$ cat src/rtl/core/mirq_pkg.sv
// Package with the codes, constants and transaction types of the IRQ counter and tone generator.
`timescale 1ns / 1ps
`default_nettype none

package mirq_pkg;

   // Number of tone channels that are built.
   localparam int NUM_TONES = 3;

   // Item kinds.
   typedef enum logic [1:0] {
      OP_BUS_WRITE  = 2'd0,
      OP_CPU_TICK   = 2'd1,
      OP_AUDIO_TICK = 2'd2,
      OP_NONE       = 2'd3
   } opcode_type;

   // Bus windows picked by address bits 15-13.
   localparam logic [2:0] WIN_CMD_INDEX = 3'b100;
   localparam logic [2:0] WIN_CMD_DATA  = 3'b101;
   localparam logic [2:0] WIN_SND_INDEX = 3'b110;
   localparam logic [2:0] WIN_SND_DATA  = 3'b111;

   // Command targets.
   localparam logic [3:0] CMD_IRQ_CONTROL = 4'd13;
   localparam logic [3:0] CMD_COUNT_LOW   = 4'd14;
   localparam logic [3:0] CMD_COUNT_HIGH  = 4'd15;

   // Sound targets.
   localparam logic [3:0] SND_PERIOD_LAST = 4'd5;
   localparam logic [3:0] SND_DISABLE     = 4'd7;
   localparam logic [3:0] SND_VOLUME_A    = 4'd8;
   localparam logic [3:0] SND_VOLUME_C    = 4'd10;

   // IRQ control bits.
   localparam int IRQ_CTRL_COUNT_BIT  = 7;
   localparam int IRQ_CTRL_ENABLE_BIT = 0;

   // Step counter bit that gates the tone output.
   localparam int STEP_GATE_BIT = 4;

   // Input transaction.
   typedef struct packed {
      logic [1:0]  opcode;
      logic [15:0] bus_address;
      logic [7:0]  bus_data;
   } req_type;

   // Result transaction.
   typedef struct packed {
      logic       irq_line;
      logic [3:0] tone_a_level;
      logic [3:0] tone_b_level;
      logic [3:0] tone_c_level;
   } rsp_type;

endpackage

`default_nettype wire

$ cat src/rtl/core/mapper_irq_counter_and_tone_gen.sv
// Each result is written into the result buffer when its transaction is accepted.
// Throughput: one transaction per cycle; a two-entry result buffer keeps
// req_ready high while one result waits, and it drops only when both are full.
// Reset (synchronous, active high) clears all IRQ and tone state, sets each
// tone timer to one and empties the result buffer.
`timescale 1ns / 1ps
`default_nettype none

module mapper_irq_counter_and_tone_gen (
   input  wire logic              clock,
   input  wire logic              reset,
   input  wire logic              req_valid,
   output logic                   req_ready,
   input  wire mirq_pkg::req_type req_data,
   output logic                   rsp_valid,
   input  wire logic              rsp_ready,
   output mirq_pkg::rsp_type      rsp_data
);

   localparam int NT = mirq_pkg::NUM_TONES;

   // State registers and their next values.
   logic [3:0]  command_index_ff, command_index_in;
   logic [7:0]  irq_control_ff, irq_control_in;
   logic [15:0] irq_count_ff, irq_count_in;
   logic        irq_pending_ff, irq_pending_in;
   logic [3:0]  sound_index_ff, sound_index_in;
   logic [11:0] tone_period_ff [NT];
   logic [11:0] tone_period_in [NT];
   logic [3:0]  tone_volume_ff [NT];
   logic [3:0]  tone_volume_in [NT];
   logic        tone_disabled_ff [NT];
   logic        tone_disabled_in [NT];
   logic [4:0]  tone_step_ff [NT];
   logic [4:0]  tone_step_in [NT];
   logic [12:0] tone_timer_ff [NT];
   logic [12:0] tone_timer_in [NT];

   // Result buffer.
   mirq_pkg::rsp_type head_ff, head_in;
   mirq_pkg::rsp_type tail_ff, tail_in;
   logic [1:0]        count_ff, count_in;
   mirq_pkg::rsp_type result;
   logic [3:0]        level [3];

   logic       accept;
   logic       drain;
   logic [2:0] window;
   logic [3:0] sidx;
   logic [7:0] data;
   logic [12:0] timer_dec;

   assign req_ready = (count_ff != 2'd2);
   assign rsp_valid = (count_ff != 2'd0);
   assign rsp_data  = head_ff;
   assign accept    = req_valid && req_ready;
   assign drain     = rsp_valid && rsp_ready;
   assign window    = req_data.bus_address[15:13];
   assign sidx      = sound_index_ff;
   assign data      = req_data.bus_data;

   // Next state for one accepted transaction.
   always_comb begin
      command_index_in = command_index_ff;
      irq_control_in   = irq_control_ff;
      irq_count_in     = irq_count_ff;
      irq_pending_in   = irq_pending_ff;
      sound_index_in   = sound_index_ff;
      timer_dec        = '0;
      for (int ch = 0; ch < NT; ch++) begin
         tone_period_in[ch]   = tone_period_ff[ch];
         tone_volume_in[ch]   = tone_volume_ff[ch];
         tone_disabled_in[ch] = tone_disabled_ff[ch];
         tone_step_in[ch]     = tone_step_ff[ch];
         tone_timer_in[ch]    = tone_timer_ff[ch];
      end
      unique case (mirq_pkg::opcode_type'(req_data.opcode))
         mirq_pkg::OP_BUS_WRITE: begin
            unique case (window)
               mirq_pkg::WIN_CMD_INDEX: command_index_in = data[3:0];
               mirq_pkg::WIN_CMD_DATA: begin
                  if (command_index_ff == mirq_pkg::CMD_IRQ_CONTROL) begin
                     irq_control_in = data;
                     irq_pending_in = 1'b0;
                  end else if (command_index_ff == mirq_pkg::CMD_COUNT_LOW) begin
                     irq_count_in = {irq_count_ff[15:8], data};
                  end else if (command_index_ff == mirq_pkg::CMD_COUNT_HIGH) begin
                     irq_count_in = {data, irq_count_ff[7:0]};
                  end
               end
               mirq_pkg::WIN_SND_INDEX: sound_index_in = data[3:0];
               mirq_pkg::WIN_SND_DATA: begin
                  for (int ch = 0; ch < NT; ch++) begin
                     if (sidx <= mirq_pkg::SND_PERIOD_LAST && sidx[2:1] == 2'(ch)) begin
                        if (sidx[0]) begin
                           tone_period_in[ch] = {data[3:0], tone_period_ff[ch][7:0]};
                        end else begin
                           tone_period_in[ch] = {tone_period_ff[ch][11:8], data};
                        end
                     end
                     if (sidx == mirq_pkg::SND_DISABLE) begin
                        tone_disabled_in[ch] = data[ch];
                     end
                     if (sidx >= mirq_pkg::SND_VOLUME_A && sidx <= mirq_pkg::SND_VOLUME_C
                         && sidx[1:0] == 2'(ch)) begin
                        tone_volume_in[ch] = data[3:0];
                     end
                  end
               end
               default: ;
            endcase
         end
         mirq_pkg::OP_CPU_TICK: begin
            if (irq_control_ff[mirq_pkg::IRQ_CTRL_COUNT_BIT]) begin
               irq_count_in = irq_count_ff - 16'd1;
               if (irq_count_in == 16'd0 && irq_control_ff[mirq_pkg::IRQ_CTRL_ENABLE_BIT]) begin
                  irq_pending_in = 1'b1;
               end
            end
         end
         mirq_pkg::OP_AUDIO_TICK: begin
            for (int ch = 0; ch < NT; ch++) begin
               timer_dec = tone_timer_ff[ch] - 13'd1;
               if (timer_dec == 13'd0) begin
                  tone_step_in[ch]  = tone_step_ff[ch] + 5'd1;
                  tone_timer_in[ch] = {1'b0, tone_period_ff[ch]} + 13'd1;
               end else begin
                  tone_timer_in[ch] = timer_dec;
               end
            end
         end
         default: ;
      endcase
   end

   // Channel levels from the state after the transaction.
   always_comb begin
      for (int ch = 0; ch < 3; ch++) begin
         level[ch] = 4'd0;
      end
      for (int ch = 0; ch < NT; ch++) begin
         if (!tone_disabled_in[ch] && tone_step_in[ch][mirq_pkg::STEP_GATE_BIT]) begin
            level[ch] = tone_volume_in[ch];
         end
      end
      result.irq_line     = irq_pending_in;
      result.tone_a_level = level[0];
      result.tone_b_level = level[1];
      result.tone_c_level = level[2];
   end

   // Result buffer: head is shown on the port, tail catches one more result.
   always_comb begin
      head_in  = head_ff;
      tail_in  = tail_ff;
      count_in = count_ff;
      case ({accept, drain})
         2'b10: begin
            if (count_ff == 2'd0) begin
               head_in = result;
            end else begin
               tail_in = result;
            end
            count_in = count_ff + 2'd1;
         end
         2'b01: begin
            head_in  = tail_ff;
            count_in = count_ff - 2'd1;
         end
         2'b11: begin
            if (count_ff == 2'd1) begin
               head_in = result;
            end else begin
               head_in = tail_ff;
               tail_in = result;
            end
         end
         default: ;
      endcase
   end

   // State update.
   always_ff @(posedge clock) begin
      if (reset) begin
         command_index_ff <= '0;
         irq_control_ff   <= '0;
         irq_count_ff     <= '0;
         irq_pending_ff   <= 1'b0;
         sound_index_ff   <= '0;
         for (int ch = 0; ch < NT; ch++) begin
            tone_period_ff[ch]   <= '0;
            tone_volume_ff[ch]   <= '0;
            tone_disabled_ff[ch] <= 1'b0;
            tone_step_ff[ch]     <= '0;
            tone_timer_ff[ch]    <= 13'd1;
         end
      end else if (accept) begin
         command_index_ff <= command_index_in;
         irq_control_ff   <= irq_control_in;
         irq_count_ff     <= irq_count_in;
         irq_pending_ff   <= irq_pending_in;
         sound_index_ff   <= sound_index_in;
         for (int ch = 0; ch < NT; ch++) begin
            tone_period_ff[ch]   <= tone_period_in[ch];
            tone_volume_ff[ch]   <= tone_volume_in[ch];
            tone_disabled_ff[ch] <= tone_disabled_in[ch];
            tone_step_ff[ch]     <= tone_step_in[ch];
            tone_timer_ff[ch]    <= tone_timer_in[ch];
         end
      end
   end

   // Buffer control and payload.
   always_ff @(posedge clock) begin
      if (reset) begin
         count_ff <= '0;
      end else begin
         count_ff <= count_in;
      end
      head_ff <= head_in;
      tail_ff <= tail_in;
   end

   // The buffer never holds more than two results.
   assert property (@(posedge clock) disable iff (reset) count_ff != 2'd3)
      else $error("result buffer overflow");

   // A pending IRQ is raised only by an accepted CPU tick.
   assert property (@(posedge clock) disable iff (reset)
      !$past(reset) && $rose(irq_pending_ff) |->
         $past(accept) && $past(req_data.opcode) == mirq_pkg::OP_CPU_TICK)
      else $error("IRQ raised without a CPU tick");

   // The IRQ count holds while no transaction is accepted.
   assert property (@(posedge clock) disable iff (reset)
      !$past(reset) && !$past(accept) |-> $stable(irq_count_ff))
      else $error("IRQ count changed without a transaction");

   // The buffer fills by one on an accept with no drain.
   assert property (@(posedge clock) disable iff (reset)
      accept && !drain |=> count_ff == $past(count_ff) + 2'd1)
      else $error("result buffer count slip");

endmodule

`default_nettype wire
$ cat config.mk
export PLATFORM = sky130hd
export DESIGN_NAME = mapper_irq_counter_and_tone_gen
export DESIGN_NICKNAME = d
export VERILOG_FILES = /design/src/rtl/core/mirq_pkg.sv /design/src/rtl/core/mapper_irq_counter_and_tone_gen.sv
export SDC_FILE = /design/constraint.sdc
export NUM_CORES = 1
export LEC_CHECK = 0
export BUFFER_PORTS_ARGS = -buffer_cell sky130_fd_sc_hd__buf_2
export CAP_MARGIN = 20
export CORE_ASPECT_RATIO = 0.75
export CORE_UTILIZATION = 45
export DETAILED_ROUTE_END_ITERATION = 6
export GPL_TIMING_DRIVEN = 0
export SKIP_LAST_GASP = 1
export SLEW_MARGIN = 20
export SYNTH_ARGS = -nofsm -noshare
export SYNTH_HDL_FRONTEND = slang
export SYNTH_SLANG_ARGS = --single-unit
$ cat constraint.sdc
create_clock -name clock -period 4 [get_ports clock]
set_input_delay 0.8 -clock clock [delete_from_list [all_inputs] [get_ports clock]]
set_output_delay 0.8 -clock clock [all_outputs]
set_load 0.01 [all_outputs]
After elaboration in Yosys (flattened, before gate mapping)
Memories as Yosys holds them, arrays and structs flattened. Cells that the tools add are included.

$add $sub $neg: 12. Multiply operators: 0. Divide/modulo/power cells: 0. Magnitude comparators: 3. Eq/ne operators: 28. Shift operators: 0. Muxes and demuxes: 67. Bitwise operators: 15. Reduce and logical (&&, ||, !) cells: 36.

Operator list (count): $mux 12 (11); $mux 13 (10); $mux 16 (5); $mux 36 (2); $add 12x1->13 const B (3); $logic_not 13->1 (3); $mux 39 (1); $pmux 13 s3 (1); $sub 13x1->13 const B (3); $mux 4 (9); $pmux 16 s2 (1); $mux 5 (6); $pmux 13 s2 (1); $ne 2x2->1 const B (9); $logic_not 16->1 (1); $sub 16x1->16 const B (1); $add 5x1->5 const B (3); $mux 1 (15); $mux 15 (1); $or 1x1->1 (15); $logic_and 1x1->1 (13); $eq 3x3->1 const B (4); $eq 4x4->1 const B (3); $eq 2x1->1 const B (5); 20 further kinds (35).

Register bits after elaboration: 61. Latch bits: 0. Bits in writable memories: 105. Bits in read-only memories: 0. Memories: 5.

Memories: tone_timer_ff (words 3, width 13, rd ports 3, clocked after memory_dff 0, wr ports 3, RTL line mapper_irq_counter_and_tone_gen.sv:36) `logic [12:0] tone_timer_ff [NT];`; tone_period_ff (words 3, width 12, rd ports 3, clocked after memory_dff 0, wr ports 3, RTL line mapper_irq_counter_and_tone_gen.sv:28) `logic [11:0] tone_period_ff [NT];`; tone_step_ff (words 3, width 5, rd ports 3, clocked after memory_dff 0, wr ports 3, RTL line mapper_irq_counter_and_tone_gen.sv:34) `logic [4:0] tone_step_ff [NT];`; tone_volume_ff (words 3, width 4, rd ports 3, clocked after memory_dff 0, wr ports 3, RTL line mapper_irq_counter_and_tone_gen.sv:30) `logic [3:0] tone_volume_ff [NT];`; tone_disabled_ff (words 3, width 1, rd ports 3, clocked after memory_dff 0, wr ports 3, RTL line mapper_irq_counter_and_tone_gen.sv:32) `logic tone_disabled_ff [NT];`.

Longest topological paths before layout
Depth in word-level cells: 9. Depth in mapped cells: 12.

Least setup slack after synthesis
No wires, ideal clock.

Kind: register to register. From: mem tone_timer_ff[2][0] (netlist: tone_timer_ff[0][26]). To: mem tone_step_ff[2][0] (netlist: tone_step_ff[0][10]), enable pin. Setup time: 0.305 ns. Arrival: 2.690 ns. Slack: 1.005 ns. Cell stages (with the launch flop): 9. Period minus slack after synthesis: 2.995 ns. Cell sequence: edfxtp_1 inv_1 ha_1 or4b_2 o21ai_0 nand3_1 a2111oi_2 buf_4 a21o_1.

RTL lines (RTL line): start: declaration (mapper_irq_counter_and_tone_gen.sv:36); end: declaration (mapper_irq_counter_and_tone_gen.sv:34).

==> run metrics <==
placed inst area=0.009732 mm2; Power Internal=3365 uW; P_sw=1424 uW; final instance area=0.01037 mm2; CTS clk-pin slew, worst paths=approximately 0.07 ns; Via density=5.826; First DRT Iteration DRCs=between 700 and 800; Clk pwr share=0.354; share of power burned in combinational logic=0.189; RD Place Congestion=around 0.94; core area=0.02021 mm2; WL final=22.97 mm; Critical R2R Launch=tone_timer_ff[0][13]; Yosys warning total=0; sequential power share=0.457; number of global-route vias before repair=6622; TritonCTS clock tree=done; minimum clock period=3.734 ns; dominant synthesized flop cell=edfxtp_1; total negative slack=0 ns; overall power=4789 uW; largest net degree at the start of global routing=40; kind of critical path=reg2reg; R2R cell count=8; antenna violations before repair=0; clock latency on the worst-skew pair=between 0.4 and 0.5 ns; CP max FO=9; Final Net Count=1025; root buffer cell=clkbuf_16; Post-synth EDFFs=131; Die Ht=between 100 and 150 um; wire per inst=approximately 18 um; CTS sink count=160; Place WS=0.2150 ns; WHS Path Cells=2; register area share after synthesis=0.4874; H-tree depth=4; Max rail drop VDD=0.3754 mV; reg-to-reg slack, setup=about 0.27 ns; Critical Path Source=tone_timer_ff[0][13]; Net Sw Frac=0.2973; Avg Synthesized Cell Area=9.960 um2; row count=45; number of top-level pins=45; All-Layer GR Usage=0.2254; Hold Fails Final Rpt=0; Die Area=0.02117 mm2; Worst Tran Pin Value=1.059 ns; Cells after Synth=930; Initial Utilization=0.4582; first-pass GRT wire length=36.69 mm; Yosys reg bits=160; Die Width=167.7 um; CP Capture Type=flop; # port buffers=25; Hold Crit Class=reg2reg; count of different cell masters after synthesis=74; first drt pass iteration count=5; Async SR Flop Fraction=0; Final Max Slew Viols=0; Max Clk Rate=around 0.27 GHz; CP Data Arrival Time=3.99 ns; Area Overhead vs Synth=11.98%; Routed Antenna Nets=0; worst r2r dst=rsp_data[5]; Period Utilization, post-route=0.9336; clock buffers created by TritonCTS=17; via count=7253; pwr/cell area=461.7 mW/mm2; RSZ-0062 raised after global routing=false; Mapped Nets=980; clk_skew=0.01172 ns; DRC errors left=0; Worst EP required=4.26 ns; setup ws final=0.2655 ns; hold wc startpoint=irq_count_ff[15]; Hold Path End=irq_count_ff[15]; max_cap viols=0; post-CTS setup buffer count=0; status=finished, final reports clean; share of cells above drive strength 1=0.1074; Slew headroom=0.2841; CTS Buffer Depth=2; DP HPWL=16.50 mm; Synth Cell Area=between 0.009 and 0.01 mm2; Antenna diodes=0; Pleak=0.003616 uW; kind of start point of the critical path=flop; final setup fails=0; global route overflow=0
==> worst max path at each step <==
stage	end	depth (start not counted)
global placement	rsp_data[6]	8
global route	rsp_data[7]	8
detailed placement	rsp_data[5]	8
floorplan	tone_step_ff[0][10]	8
finish	rsp_data[5]	8
CTS	rsp_data[5]	8
==> cells in the final DEF (no fill, tap or decap), types with 22 or more instances in the layout <==
cell      netlist  routed
buf_2           2      27
clkbuf_1       34      34
nor2_1        108     108
o21ai_0        32      31
xor2_1         29      29
inv_1          22      22
dfxtp_1        29      29
nand3_1        54      54
a21oi_1        47      46
xnor2_1        44      44
nand2_1        81      81
nor3_1         38      38
edfxtp_1      131     131
==> critical path, cell delays in order, from the launching register on <==
cell	delay (ns)
edfxtp_1	0.49
inv_1	0.10
ha_1	0.23
nor4b_1	0.62
and3_1	0.27
a32oi_1	0.16
a2111oi_1	0.90
xnor2_1	0.44
o31ai_1	0.33
==> cells by family after synthesis <==
kind of cell | after synthesis | synth area share
buffers and inverters | 68 | 0.03580
and+or+nand+nor | 417 | 0.2303
AOI/OAI and AO/OA | 166 | 0.1209
xor gates and xnor gates | 73 | 0.06903
adders and majority gates | 20 | 0.02702
DFF | 160 | 0.4874
muxes | 26 | 0.02958
==> power groups by stage <==
stage / Sequential, uW / Clock (uW) / Combinational, uW
after floorplan: 2230 / 0 / 580
after global placement: 2220 / 0 / 872
after detailed placement: 2230 / 0 / 891
after CTS: 2190 / 1730 / 896
after global routing: 2210 / 1790 / 1000
final: 2190 / 1700 / 903
==> metal layers <==
layer | GRT usage | wire (um) | part of all wire | vias up
met5 | 0 | 0 | 0 | -
met4 | 0.06692 | 329 | 0.014 | 0
met3 | 0.03991 | 1164 | 0.051 | 27
met2 | 0.3105 | 9529 | 0.41 | 196
met1 | 0.3539 | 11950 | 0.52 | 3480
li1 | - | - | - | 3550
==> layout make-up <==
class                           count  area, um2
Buffer                             46      249.0
Clock buffer                       17      425.4
Clock inverter                     14      182.7
Fill cell                        1850       9841
Inverter                           22      82.58
Multi-Input combinational cell    702       4451
Sequential cell                   160       4514
Tap cell                          258      322.8
Timing Repair Buffer               26      145.1
==> cells in the mapped netlist, types with 12 or more instances <==
master,n,area [um2]
edfxtp_1,131,3934
o21ai_0,32,160.2
xnor2_1,44,385.4
mux2i_1,15,150.1
nand2b_1,12,75.07
and2_1,17,106.4
inv_1,22,82.58
ha_1,20,250.2
and3_1,15,93.84
nor4_1,18,112.6
nand3_1,54,270.3
xor2_1,29,254.0
clkbuf_1,34,127.6
dfxtp_1,29,580.6
nand2_1,81,304.0
nor3_1,38,190.2
a21oi_1,47,235.2
nor2_1,108,405.4
==> sequential cells by signal, indices dropped and copies added, names as in the netlist <==
register          flops
rsp_data             13
tone_step_ff         15
command_index_ff      4
irq_count_ff         16
tone_volume_ff       12
tone_period_ff       36
tone_disabled_ff      3
sidx                  4
tail_ff              13
tone_timer_ff        39
irq_control_ff        2
irq_pending_ff        1
count_ff              2
==> repair_timing <==
| action | 4_1_cts | 5_1_grt |
|---|---|---|
| hold buffers | 0 | 0 |
| gates resized for setup | 0 | 1 |
| endpoints found under the setup margin | 0 | 4 |
==> metrics by stage <==
step,std cells,utilization,hold slack [ns]
CTS,1244,0.5115,0.5135
floorplan,930,-,0.4551
detailed placement,1213,0.4815,0.4958
global route,1245,0.5132,0.5456
global placement,1213,0.4804,0.4919
finish,1245,0.5132,0.5167
Power figures use the tool's default switching activity.
